## config.mk

```make
export PLATFORM = sky130hd
export DESIGN_NAME = incremental_pid_three_axis
export DESIGN_NICKNAME = d
export VERILOG_FILES = /design/src/hdl/ipid3_pkg.sv /design/src/hdl/incremental_pid_three_axis.sv /design/src/hdl/ipid3_csr.sv
export SDC_FILE = /design/constraint.sdc
export NUM_CORES = 2
export LEC_CHECK = 0
export BUFFER_PORTS_ARGS = -buffer_cell sky130_fd_sc_hd__buf_2
export CAP_MARGIN = 20
export CELL_PAD_IN_SITES_DETAIL_PLACEMENT = 1
export CELL_PAD_IN_SITES_GLOBAL_PLACEMENT = 1
export CORE_MARGIN = 2
export CORE_UTILIZATION = 30
export DETAILED_ROUTE_END_ITERATION = 10
export PLACE_DENSITY_LB_ADDON = 0.1
export SLEW_MARGIN = 20
export SYNTH_ARGS = -nofsm -noshare
export SYNTH_HDL_FRONTEND = slang
export SYNTH_SLANG_ARGS = --single-unit
```

## constraint.sdc

```tcl
create_clock -name clock -period 15.17 [get_ports clock]
set_input_delay 0.7585 -clock clock [delete_from_list [all_inputs] [get_ports clock]]
set_output_delay 0.7585 -clock clock [all_outputs]
set_load 0.05 [all_outputs]
```

## src/hdl/ipid3_pkg.sv

```systemverilog
// Shared types and constants of the three-axis incremental PID block.
// Request and response payload structs, register map and control-register bundle.
// Used by ipid3_csr and incremental_pid_three_axis; depends on nothing else.
package ipid3_pkg;

   localparam int unsigned AXIS_COUNT_DEF = 3;
   localparam int unsigned FRAC_BITS_DEF  = 8;

   // Axes that own gain and calibration registers.
   localparam int unsigned REG_AXES = 3;

   localparam int unsigned ANGLE_W  = 16;
   localparam int unsigned ERR_W    = ANGLE_W + 1;
   localparam int unsigned GAIN_W   = 16;
   localparam int unsigned GAINS_W  = 3 * GAIN_W;
   localparam int unsigned LIMIT_W  = 23;
   localparam int unsigned DRIVE_W  = 24;
   localparam int unsigned AXIS_W   = 2;
   localparam int unsigned CSR_IDX_W = 3;

   // Bit positions of the three gains inside one packed gain register.
   localparam int unsigned KP_LSB = 32;
   localparam int unsigned KI_LSB = 16;
   localparam int unsigned KD_LSB = 0;

   // Widths of the error differences, the products and the accumulator.
   localparam int unsigned D1_W   = ERR_W + 1;
   localparam int unsigned D2_W   = ERR_W + 2;
   localparam int unsigned PROD_W = GAIN_W + D2_W + 1;
   localparam int unsigned SUM_W  = PROD_W + 2;

   localparam logic [LIMIT_W-1:0] LIMIT_RESET = {LIMIT_W{1'b1}};

   typedef enum logic [CSR_IDX_W-1:0] {
      CSR_GAINS_X      = 3'd0,
      CSR_GAINS_Y      = 3'd1,
      CSR_GAINS_Z      = 3'd2,
      CSR_OUTPUT_LIMIT = 3'd3,
      CSR_CALIB_X      = 3'd4,
      CSR_CALIB_Y      = 3'd5,
      CSR_CALIB_Z      = 3'd6
   } csr_index_type;

   typedef enum logic {
      OP_STEP  = 1'b0,
      OP_CLEAR = 1'b1
   } op_type;

   typedef struct packed {
      logic                        operation;
      logic [AXIS_W-1:0]           axis;
      logic signed [ANGLE_W-1:0]   angle;
   } req_type;

   typedef struct packed {
      logic [AXIS_W-1:0]           axis_out;
      logic signed [DRIVE_W-1:0]   drive;
      logic                        saturated;
   } rsp_type;

   typedef struct packed {
      logic [REG_AXES-1:0][GAINS_W-1:0] gains;
      logic [LIMIT_W-1:0]               limit;
      logic [REG_AXES-1:0][ANGLE_W-1:0] calib;
   } csr_type;

endpackage

```

## src/hdl/incremental_pid_three_axis.sv

```systemverilog
// Three-axis incremental (velocity-form) PID controller, top level; needs ipid3_pkg, ipid3_csr.
// A request accepted into the input register reaches rsp_data through the product register
// and then the response register, with exactly one response each.
// One request per cycle unless a held response stalls; the three 16-bit gain multipliers
// and the drive adder are each used once per request. Synchronous active-high reset empties
// the pipeline, zeroes the error and drive history of every axis and resets the registers.
module incremental_pid_three_axis #(
   parameter int unsigned AXIS_COUNT = ipid3_pkg::AXIS_COUNT_DEF,
   parameter int unsigned FRAC_BITS  = ipid3_pkg::FRAC_BITS_DEF
) (
   input  logic                               clock,
   input  logic                               reset,
   // Request channel.
   input  logic                               req_valid,
   output logic                               req_stall,
   input  ipid3_pkg::req_type                 req_data,
   // Response channel.
   output logic                               rsp_valid,
   input  logic                               rsp_stall,
   output ipid3_pkg::rsp_type                 rsp_data,
   // Register write port.
   input  logic                               csr_we,
   input  logic [ipid3_pkg::CSR_IDX_W-1:0]    csr_index,
   input  logic [ipid3_pkg::GAINS_W-1:0]      csr_wdata
);

   // Width of an index into the per-axis history.
   localparam int unsigned IDX_W = (AXIS_COUNT > 1) ? $clog2(AXIS_COUNT) : 1;

   localparam int unsigned ERR_W   = ipid3_pkg::ERR_W;
   localparam int unsigned D1_W    = ipid3_pkg::D1_W;
   localparam int unsigned D2_W    = ipid3_pkg::D2_W;
   localparam int unsigned PROD_W  = ipid3_pkg::PROD_W;
   localparam int unsigned SUM_W   = ipid3_pkg::SUM_W;
   localparam int unsigned DRIVE_W = ipid3_pkg::DRIVE_W;
   localparam int unsigned GAIN_W  = ipid3_pkg::GAIN_W;

   ipid3_pkg::csr_type regs;

   ipid3_csr u_csr (
      .clock     (clock),
      .reset     (reset),
      .csr_we    (csr_we),
      .csr_index (csr_index),
      .csr_wdata (csr_wdata),
      .regs      (regs)
   );

   // ------------------------------------------------------------------
   // Pipeline flow control. Each stage advances when it is empty or when
   // the stage after it is moving on, so a held response only stops the
   // requests that actually have nowhere to go.
   // ------------------------------------------------------------------
   logic s1_valid_ff, s1_valid_in;
   logic s2_valid_ff, s2_valid_in;
   logic rsp_valid_ff, rsp_valid_in;

   logic out_free, s2_free, s1_free;
   logic s1_move, s2_move, req_take;

   assign out_free = !rsp_valid_ff || !rsp_stall;
   assign s2_free  = !s2_valid_ff || out_free;
   assign s1_free  = !s1_valid_ff || s2_free;
   assign s2_move  = s2_valid_ff && out_free;
   assign s1_move  = s1_valid_ff && s2_free;
   assign req_take = req_valid && s1_free;

   assign req_stall = !s1_free;

   assign s1_valid_in  = s1_free  ? req_valid   : s1_valid_ff;
   assign s2_valid_in  = s2_free  ? s1_valid_ff : s2_valid_ff;
   assign rsp_valid_in = out_free ? s2_valid_ff : rsp_valid_ff;

   always_ff @(posedge clock) begin
      if (reset) begin
         s1_valid_ff  <= 1'b0;
         s2_valid_ff  <= 1'b0;
         rsp_valid_ff <= 1'b0;
      end else begin
         s1_valid_ff  <= s1_valid_in;
         s2_valid_ff  <= s2_valid_in;
         rsp_valid_ff <= rsp_valid_in;
      end
   end

   // ------------------------------------------------------------------
   // Stage 1: input register. From it the error and its differences are
   // formed and multiplied by the axis gains. The error history is read
   // and written here, so a following request of the same axis always
   // sees the values left by this one.
   // ------------------------------------------------------------------
   ipid3_pkg::req_type s1_req_ff;

   always_ff @(posedge clock) begin
      if (req_take) begin
         s1_req_ff <= req_data;
      end
   end

   logic signed [ERR_W-1:0] last_error_ff [AXIS_COUNT];
   logic signed [ERR_W-1:0] error_before_last_ff [AXIS_COUNT];

   logic                    s1_in_range;
   logic                    s1_has_regs;
   logic [IDX_W-1:0]        s1_idx;
   logic [ipid3_pkg::GAINS_W-1:0] s1_gains;
   logic signed [ipid3_pkg::ANGLE_W-1:0] s1_calib;
   logic signed [ERR_W-1:0] s1_err, s1_e1, s1_e2;
   logic signed [D1_W-1:0]  s1_d1;
   logic signed [D2_W-1:0]  s1_d2;
   logic signed [GAIN_W:0]  s1_kp, s1_ki, s1_kd;
   logic signed [PROD_W-1:0] s1_prod_p, s1_prod_i, s1_prod_d;

   always_comb begin
      s1_in_range = 32'(s1_req_ff.axis) < AXIS_COUNT;
      s1_has_regs = 32'(s1_req_ff.axis) < ipid3_pkg::REG_AXES;
      s1_idx      = s1_in_range ? IDX_W'(s1_req_ff.axis) : '0;
      // Axes without their own registers run with zero gains and calibration.
      s1_gains    = s1_has_regs ? regs.gains[s1_req_ff.axis] : '0;
      s1_calib    = s1_has_regs ? $signed(regs.calib[s1_req_ff.axis]) : '0;

      s1_err = ERR_W'(s1_req_ff.angle) - ERR_W'(s1_calib);
      s1_e1  = last_error_ff[s1_idx];
      s1_e2  = error_before_last_ff[s1_idx];

      s1_d1 = D1_W'(s1_err) - D1_W'(s1_e1);
      s1_d2 = D2_W'(s1_err) - (D2_W'(s1_e1) <<< 1) + D2_W'(s1_e2);

      s1_kp = $signed({1'b0, s1_gains[ipid3_pkg::KP_LSB +: GAIN_W]});
      s1_ki = $signed({1'b0, s1_gains[ipid3_pkg::KI_LSB +: GAIN_W]});
      s1_kd = $signed({1'b0, s1_gains[ipid3_pkg::KD_LSB +: GAIN_W]});

      s1_prod_p = PROD_W'(s1_kp) * PROD_W'(s1_d1);
      s1_prod_i = PROD_W'(s1_ki) * PROD_W'(s1_err);
      s1_prod_d = PROD_W'(s1_kd) * PROD_W'(s1_d2);
   end

   always_ff @(posedge clock) begin
      if (reset) begin
         for (int unsigned i = 0; i < AXIS_COUNT; i++) begin
            last_error_ff[i]        <= '0;
            error_before_last_ff[i] <= '0;
         end
      end else if (s1_move && s1_in_range) begin
         if (s1_req_ff.operation == ipid3_pkg::OP_CLEAR) begin
            last_error_ff[s1_idx]        <= '0;
            error_before_last_ff[s1_idx] <= '0;
         end else begin
            error_before_last_ff[s1_idx] <= s1_e1;
            last_error_ff[s1_idx]        <= s1_err;
         end
      end
   end

   // ------------------------------------------------------------------
   // Stage 2: product register. The products are summed, scaled down by
   // the fraction bits (arithmetic shift, so it rounds toward minus
   // infinity), added to the axis's previous drive and clamped.
   // ------------------------------------------------------------------
   logic                     s2_op_ff;
   logic [ipid3_pkg::AXIS_W-1:0] s2_axis_ff;
   logic                     s2_in_range_ff;
   logic [IDX_W-1:0]         s2_idx_ff;
   logic signed [PROD_W-1:0] s2_prod_p_ff, s2_prod_i_ff, s2_prod_d_ff;

   always_ff @(posedge clock) begin
      if (s1_move) begin
         s2_op_ff       <= s1_req_ff.operation;
         s2_axis_ff     <= s1_req_ff.axis;
         s2_in_range_ff <= s1_in_range;
         s2_idx_ff      <= s1_idx;
         s2_prod_p_ff   <= s1_prod_p;
         s2_prod_i_ff   <= s1_prod_i;
         s2_prod_d_ff   <= s1_prod_d;
      end
   end

   logic signed [DRIVE_W-1:0] last_drive_ff [AXIS_COUNT];

   logic signed [SUM_W-1:0]   s2_sum, s2_scaled, s2_unclamped, s2_lim;
   logic signed [DRIVE_W-1:0] s2_drive;
   logic                      s2_sat;
   logic                      s2_step;
   ipid3_pkg::rsp_type        s2_rsp;

   always_comb begin
      s2_step = s2_in_range_ff && (s2_op_ff == ipid3_pkg::OP_STEP);
      s2_sum  = SUM_W'(s2_prod_p_ff) + SUM_W'(s2_prod_i_ff) + SUM_W'(s2_prod_d_ff);
      s2_scaled    = s2_sum >>> FRAC_BITS;
      s2_unclamped = s2_scaled + SUM_W'(last_drive_ff[s2_idx_ff]);
      s2_lim       = SUM_W'(regs.limit);

      priority if (s2_unclamped > s2_lim) begin
         s2_drive = DRIVE_W'(s2_lim);
         s2_sat   = 1'b1;
      end else if (s2_unclamped < -s2_lim) begin
         s2_drive = DRIVE_W'(-s2_lim);
         s2_sat   = 1'b1;
      end else begin
         s2_drive = DRIVE_W'(s2_unclamped);
         s2_sat   = 1'b0;
      end

      // Clears and axes beyond the configured count report a zero drive.
      s2_rsp.axis_out  = s2_axis_ff;
      s2_rsp.drive     = s2_step ? s2_drive : '0;
      s2_rsp.saturated = s2_step && s2_sat;
   end

   always_ff @(posedge clock) begin
      if (reset) begin
         for (int unsigned i = 0; i < AXIS_COUNT; i++) begin
            last_drive_ff[i] <= '0;
         end
      end else if (s2_move && s2_in_range_ff) begin
         last_drive_ff[s2_idx_ff] <= s2_rsp.drive;
      end
   end

   // ------------------------------------------------------------------
   // Response register.
   // ------------------------------------------------------------------
   ipid3_pkg::rsp_type rsp_data_ff;

   always_ff @(posedge clock) begin
      if (s2_move) begin
         rsp_data_ff <= s2_rsp;
      end
   end

   assign rsp_valid = rsp_valid_ff;
   assign rsp_data  = rsp_data_ff;

   // ------------------------------------------------------------------
   // Assertions.
   // ------------------------------------------------------------------
   property p_drive_within_limit;
      @(posedge clock) disable iff (reset)
         rsp_valid_ff |-> (rsp_data_ff.drive <= $signed(DRIVE_W'(regs.limit)))
                       && (rsp_data_ff.drive >= -$signed(DRIVE_W'(regs.limit)));
   endproperty
   a_drive_within_limit: assert property (p_drive_within_limit)
      else $error("drive exceeds the output limit");

   property p_saturated_at_limit;
      @(posedge clock) disable iff (reset)
         (rsp_valid_ff && rsp_data_ff.saturated)
            |-> (rsp_data_ff.drive == $signed(DRIVE_W'(regs.limit)))
             || (rsp_data_ff.drive == -$signed(DRIVE_W'(regs.limit)));
   endproperty
   a_saturated_at_limit: assert property (p_saturated_at_limit)
      else $error("saturated response does not sit on the limit");

   property p_out_of_range_zero;
      @(posedge clock) disable iff (reset)
         (rsp_valid_ff && (32'(rsp_data_ff.axis_out) >= AXIS_COUNT))
            |-> (rsp_data_ff.drive == '0) && !rsp_data_ff.saturated;
   endproperty
   a_out_of_range_zero: assert property (p_out_of_range_zero)
      else $error("response for an absent axis carries a drive");

   property p_stall_only_when_full;
      @(posedge clock) disable iff (reset)
         req_stall |-> s1_valid_ff && s2_valid_ff && rsp_valid_ff && rsp_stall;
   endproperty
   a_stall_only_when_full: assert property (p_stall_only_when_full)
      else $error("request stalled while the pipeline has room");

endmodule

```

## src/hdl/ipid3_csr.sv

```systemverilog
// Control registers of the three-axis incremental PID block: gains, limit, calibration.
// Depends on ipid3_pkg for the register map and the csr_type bundle.
module ipid3_csr (
   input  logic                                 clock,
   input  logic                                 reset,
   input  logic                                 csr_we,
   input  logic [ipid3_pkg::CSR_IDX_W-1:0]      csr_index,
   input  logic [ipid3_pkg::GAINS_W-1:0]        csr_wdata,
   output ipid3_pkg::csr_type                   regs
);

   ipid3_pkg::csr_type regs_ff;

   always_ff @(posedge clock) begin
      if (reset) begin
         regs_ff.gains <= '0;
         regs_ff.limit <= ipid3_pkg::LIMIT_RESET;
         regs_ff.calib <= '0;
      end else if (csr_we) begin
         unique case (csr_index)
            ipid3_pkg::CSR_GAINS_X:      regs_ff.gains[0] <= csr_wdata;
            ipid3_pkg::CSR_GAINS_Y:      regs_ff.gains[1] <= csr_wdata;
            ipid3_pkg::CSR_GAINS_Z:      regs_ff.gains[2] <= csr_wdata;
            ipid3_pkg::CSR_OUTPUT_LIMIT:
               regs_ff.limit <= csr_wdata[ipid3_pkg::LIMIT_W-1:0];
            ipid3_pkg::CSR_CALIB_X:
               regs_ff.calib[0] <= csr_wdata[ipid3_pkg::ANGLE_W-1:0];
            ipid3_pkg::CSR_CALIB_Y:
               regs_ff.calib[1] <= csr_wdata[ipid3_pkg::ANGLE_W-1:0];
            ipid3_pkg::CSR_CALIB_Z:
               regs_ff.calib[2] <= csr_wdata[ipid3_pkg::ANGLE_W-1:0];
            default: begin
               // Writes to unmapped indexes are dropped.
            end
         endcase
      end
   end

   assign regs = regs_ff;

endmodule

```

# Word level (Yosys, flattened, before mapping)
# Memory sizes are Yosys's and may differ from the RTL's. A register that Yosys moved wholly into a read port is not among the register bits.
# Index checks and enable logic that the tools add are counted.
[totals]
ram_bits = 174
output_inout_bits = 29
reg_bits = 375
mem_count = 3
[mem_list]
columns = ["memory", "words", "word_bits", "read_ports", "rd_clocked_by_memory_dff", "write_ports", "line_no", "source"]
rows = [
  ["last_drive_ff", 3, 24, 1, 1, 3, "incremental_pid_three_axis.sv:178", "logic signed [DRIVE_W-1:0] last_drive_ff [AXIS_COUNT];"],
  ["error_before_last_ff", 3, 17, 1, 0, 3, "incremental_pid_three_axis.sv:101", "logic signed [ERR_W-1:0] error_before_last_ff [AXIS_COUNT];"],
  ["last_error_ff", 3, 17, 1, 0, 3, "incremental_pid_three_axis.sv:100", "logic signed [ERR_W-1:0] last_error_ff [AXIS_COUNT];"],
]
[classes]
magnitude_cmp = 4
multipliers = 3
reduce_logical = 26
muxes = 37
n_addsub = 8
n_bitwise = 3
eq_ne = 6
[op_table]
columns = ["cell", "count"]
rows = [
  ["$bmux W48 S2", 1],
  ["$mux W24", 4],
  ["$mux W48", 2],
  ["$mux W17", 4],
  ["$lt A30 B38 Y1", 1],
  ["$neg A23 Y38", 1],
  ["$add A36 B36 Y37", 1],
  ["$add A35 B34 Y36", 1],
  ["$mul A17 B19 Y36", 1],
  ["$mul A17 B18 Y35", 1],
  ["$mul A17 B17 Y34", 1],
  ["$reduce_or A17 Y1", 2],
  ["$bmux W16 S2", 1],
  ["$mux W16", 2],
  ["$add A29 B24 Y30", 1],
  ["$gt A30 B24 Y1", 1],
  ["$reduce_or A24 Y1", 1],
  ["$add A19 B17 Y19", 1],
  ["$sub A17 B18 Y19", 1],
  ["$mux W1", 18],
  ["$sub A17 B17 Y18", 1],
  ["$sub A16 B16 Y17", 1],
  ["$reduce_and A2 Y1", 7],
  ["$mux W2", 5],
  ["11 further kinds", 27],
]

# Depth between registers and ports, before layout
[logic_depth]
depth_word = 11
ltp_mapped = 53
depth_no_buf = 48

# Modules after synthesis
# From an unflattened synthesis, not the netlist that was laid out.
[unflattened]
hier_cells = 6717
area_unflattened_um2 = 65250.1
[by_module_without_submodules]
columns = ["module", "seq_area_each_um2", "cells_each", "area_per_inst_um2", "instances"]
rows = [
  ["incremental_pid_three_axis", 11781.3, 5933, 56726.9, 1],
  ["ipid3_csr", 4304.1, 784, 8523.2, 1],
]

# Worst setup path after synthesis
# OpenSTA, ideal clock, no wires.
[synth_timing]
kind = "flip-flop to flip-flop"
from = "register s1_req_ff[17] in the netlist's numbering"
to = "register s2_prod_d_ff[35], data pin"
n_path_buf = 6
required_time_ps = 14911
path_slack_ps = 2604
setup_ps = 259
stages_incl_launch_ff = 50
arrival_time_ps = 12307
path_cell_list = "edfxtp_1 -> clkbuf_1 -> buf_1 -> buf_1 -> clkbuf_1 -> mux2i_1 -> o21ai_0 -> nand2_1 -> ha_1 -> nor2b_1 -> o21ai_0 -> a21o_1 -> a21oi_1 -> o21a_1 -> o21a_1 -> o311ai_0 -> nor2_1 -> a211oi_1 -> [... 14 more ...] -> fa_1 -> fa_1 -> fa_1 -> fa_1 -> inv_1 -> fa_1 -> inv_1 -> ha_1 -> a211oi_1 -> nand3_1 -> a211oi_1 -> o221ai_1 -> nand2_1 -> o31ai_1 -> a211oi_1 -> o21ai_0 -> a21oi_1 -> xnor2_1"
[synth_between]
elab_chain_len = 7
word_cells_on_any_way = 14
cone_classes = "add/sub: 3; mul: 1; order compare: 1; mux: 7; memory: 2"
[synth_rtl]
columns = ["item", "line_no", "source"]
rows = [
  ["start: declaration", "incremental_pid_three_axis.sv:92", "ipid3_pkg::req_type s1_req_ff;"],
  ["start signal: assignment", "incremental_pid_three_axis.sv:96", "s1_req_ff <= req_data;"],
  ["$bmux W16 S2", "incremental_pid_three_axis.sv:120", "s1_calib = s1_has_regs ? $signed(regs.calib[s1_req_ff.axis]) : '0;"],
  ["$mux W16 (implied by the code)", "incremental_pid_three_axis.sv:120", ""],
  ["$mux W16", "incremental_pid_three_axis.sv:120", ""],
  ["$sub A16 B16 Y17", "incremental_pid_three_axis.sv:122", "s1_err = ERR_W'(s1_req_ff.angle) - ERR_W'(s1_calib);"],
  ["$sub A17 B18 Y19", "incremental_pid_three_axis.sv:127", "s1_d2 = D2_W'(s1_err) - (D2_W'(s1_e1) <<< 1) + D2_W'(s1_e2);"],
  ["$add A19 B17 Y19", "incremental_pid_three_axis.sv:127", ""],
  ["$mul A17 B19 Y36 *", "incremental_pid_three_axis.sv:135", "s1_prod_d = PROD_W'(s1_kd) * PROD_W'(s1_d2);"],
  ["named net s1_prod_d[35]", "incremental_pid_three_axis.sv:112", "logic signed [PROD_W-1:0] s1_prod_p, s1_prod_i, s1_prod_d;"],
  ["end signal: assignment", "incremental_pid_three_axis.sv:174", "s2_prod_d_ff <= s1_prod_d;"],
  ["end: declaration", "incremental_pid_three_axis.sv:164", "logic signed [PROD_W-1:0] s2_prod_p_ff, s2_prod_i_ff, s2_prod_d_ff;"],
]
# The timed path passes the listed nets; every way through them passes the cells marked *. The select of a mux whose other input is x is not followed.
# A chain may end at the register's enable or synchronous reset.

# Final worst setup path
# Same ends and word-level chain as after synthesis.

==> impl_metrics.py <==
metrics = {
    "pwr": {
        "ir_worst_vdd_mv": 0.130,
        "power_density_nw_per_um2": 127,
        "p_leak_nw": 31.3,
        "seqPwrFrac": 0.218,
        "power.switching_mw": 4.33,
        "internal-power_mw": 4.56,
        "power_mw": 8.89,
        "pwr-share-clk": 0.205,
        "swShare": 0.487,
        "pwr-share-comb": 0.576,
    },
    "global_routing": {
        "grt.total_usage": 0.221,
        "grt_pass1_wl_mm": 349,
        "grt-ovfl-total": 0,
        "grt_pass1_vias": 51400,
        "grt_max_degree": 83,
        "antenna_found_initial": 22,
    },
    "setup_path": {
        "start_kind": "flop",
        "path_depth": 45,
        "path_buf_inv": 6,
        "r2r_cells": 45,
        "path_common_cell": "fa_1",
        "end_kind": "flop",
        "crit_family": "adder cells",
        "cpPeakStageDelay_ps": 820,
        "crit_required_ps": 15590,
        "cp_max_fo": 69,
        "cp_slowest_cell": "xnor2_1",
        "path_class": "flop to flop",
        "cp.arrival_ps": 13860,
    },
    "synthesis": {
        "synthArstFlopShare": 0,
        "ys_seq_area_frac": 0.254,
        "synth_nets": 8181,
        "yosysTopAreaCell": "fa_1",
        "synth_area_leaders": "fa_1 27%, edfxtp_1 18%, ha_1 9.7%, dfxtp_1 7.0%, nand2_1 6.5%",
        "synth_cell_type_count": 80,
        "syn_inst": 6759,
        "ys_seq_elements": 609,
        "syn_area_sq_um": 63200,
        "yosysWarningCount": 0,
        "avgSynthCellArea_sq_um": 9.36,
        "synth_top_area_frac": 0.271,
        "synth_ff_type": "edfxtp_1",
        "synth_edf_count": 389,
    },
    "cells_and_area": {
        "syn_to_final_growth_pct": 10.7,
        "drive_gt1_frac": 0.0730,
        "nNetsFinal": 8222,
        "layout_common_cells": "1,091 x nand2_1, 1,086 x inv_1, 857 x fa_1",
        "fillers": 24100,
        "final_common_cell": "nand2_1",
        "fin_cells": 9670,
    },
    "worst_hold_path": {
        "whs_path_depth": 1,
        "hold_path_class": "input port to flop",
    },
    "clock_tree": {
        "cts_resized": 0,
        "post_cts_buffers": 0,
        "cts_num_sinks": 609,
        "cts-root-buf": "clkbuf_16",
        "cts.clk_slew.worst_paths_ps": 60,
        "htreeDepth": 3,
        "tritoncts": "done",
        "hold_buffers": 0,
        "cts-buffers-inserted": 74,
        "clk_path_buf_depth": 3,
        "clock_latency_ps": 730,
    },
    "floorplan": {
        "die_x_um": 463,
        "die_h_um": 463,
        "boundaryPins": 104,
        "rows": 168,
        "start_util": 0.302,
        "design.core.area_sq_um": 210000,
        "dieArea_sq_um": 214000,
    },
    "run_status": {
        "run_status": "finished, final reports clean",
    },
    "timing": {
        "rsz0062_at_grt": "no",
        "layout_min_cycle_time_ps": 13440,
        "slew_violations": 0,
        "max_freq_mhz": 74.4,
        "setup_tns_ps": 0,
        "min_period_over_period": 0.886,
        "hold_viol_final": 0,
        "finalSetupViolations": 0,
        "max_slew_margin": 0.187,
        "fin_skew_ps": 57.1,
        "worst_pin_slew_ps": 1220,
    },
    "placement": {
        "placed_cells": 9527,
        "numPortBuffers": 103,
        "dp_hpwl_mm": 187,
        "gp_congestion": 0.860,
    },
    "route": {
        "drtIter0Drc": 2855,
        "post_drt_wl_per_cell_um": 24.5,
        "route.detailed.drc": 0,
        "wl_mm": 236,
        "routed_via_density": 4.87,
        "vias": 47100,
        "postRouteAntennaNets": 0,
        "dr.pass1.iters": 5,
    },
    "flow_run": {
        "maxCapViolCount": 0,
    },
}
cells in the mapped netlist (16+ instances only):
master / number
or3_1: 17
clkbuf_1: 239
o21ai_0: 144
nor3_1: 119
and2_1: 47
nor2b_1: 40
nand2b_1: 42
dfxtp_1: 220
edfxtp_1: 389
nand2_1: 1094
and3_1: 42
inv_1: 1088
a21oi_1: 391
xor2_1: 61
fa_1: 857
nor2_1: 673
mux2i_1: 93
mux4_2: 58
a21o_1: 80
nand4_1: 25
buf_1: 22
o21bai_1: 23
nand3b_1: 27
nand3_1: 58
o211ai_1: 16
o21a_1: 29
xnor2_1: 178
a211oi_1: 18
ha_1: 490
registers in the layout, indices dropped and copies added, names as in the netlist, named ones only:
signal and count:
s2_valid_ff 1, s2_axis_ff 2, s2_in_range_ff 1, error_before_last_ff 68, s2_idx_ff 2, s2_prod_i_ff 34
s1_req_ff 19, u_csr.regs 215, s2_op_ff 1, s2_prod_d_ff 36, last_error_ff 68, s1_valid_ff 1
rsp_data 27, last_drive_ff 96, s2_prod_p_ff 35, rsp_valid 1
worst reg2reg max path: cells and delay by family (launching register included):
kind                     cells  cell delay [ps]
buffers and inverters        6             1540
flip-flops                   1              440
AND/OR/NAND/NOR              8              950
AO/OA/AOI/OAI               16             3800
multiplexers                 1              160
XOR/XNOR                     3             1190
adder cells (fa/ha/maj)     11             5080
power by group through the flow:
| stage | sequential, mW | combinational [mW] | clock (mW) |
|---|---|---|---|
| after floorplan | 1.97 | 3.17 | 0 |
| after global placement | 1.98 | 5.09 | 0 |
| after detailed placement | 1.98 | 5.14 | 0 |
| after CTS | 1.95 | 5.17 | 1.87 |
| after global routing | 1.95 | 5.63 | 1.94 |
| final | 1.94 | 5.13 | 1.82 |
logic make-up (layout without fill, tap and decap cells):
kind of cell    after synthesis  in the layout  share of synthesized area
compound gates              811            811                     0.0771
xor+xnor                    240            240                     0.0334
fa+ha+maj                  1353           1353                      0.369
buf+inv                    1366           1469                     0.0815
flops                       609            609                      0.254
mux                         166            166                     0.0380
other cells                   0              3                          0
simple gates               2214           2214                      0.146
per-layer routing:
layer,global-route usage,up-vias,share of wire
met4,0.0835,4,0.043
met5,0,-,0.00014
met1,0.307,24100,0.47
met2,0.345,1013,0.44
li1,-,21700,-
met3,0.0329,249,0.046
worst paths after layout:
check / from / end / slack [ps]
setup / recovery: s1_req_ff[17] / s2_prod_d_ff[35] / 1730
hold / removal: req_data[13] / s1_req_ff[13] / 210
setup reg to reg: s1_req_ff[17] / s2_prod_d_ff[35] / 1730
hold reg to reg: u_csr.regs[170] / u_csr.regs[170] / 460
layout make-up:
type | count | area [sq um] | area share
Sequential cell | 609 | 16100 | 0.230
Tap cell | 2805 | 3510 | 0.0501
Antenna cell | 3 | 7.51 | 0.000107
Multi-Input combinational cell | 4784 | 42200 | 0.603
Inverter | 1094 | 4110 | 0.0587
Clock buffer | 106 | 2080 | 0.0297
Timing Repair Buffer | 237 | 1600 | 0.0229
Clock inverter | 32 | 387 | 0.00552
per-stage QoR:
stage	area (sq um)	utilization	worst slack, ps	hold slack [ps]
floorplan	63200	-	2600	400
global placement	67400	0.322	2040	441
detailed placement	67500	0.322	1860	424
CTS	69900	0.334	1780	161
global route	70000	0.334	895	172
finish	70000	0.334	1730	210
Note: power is estimated with default switching activity, not from simulation.
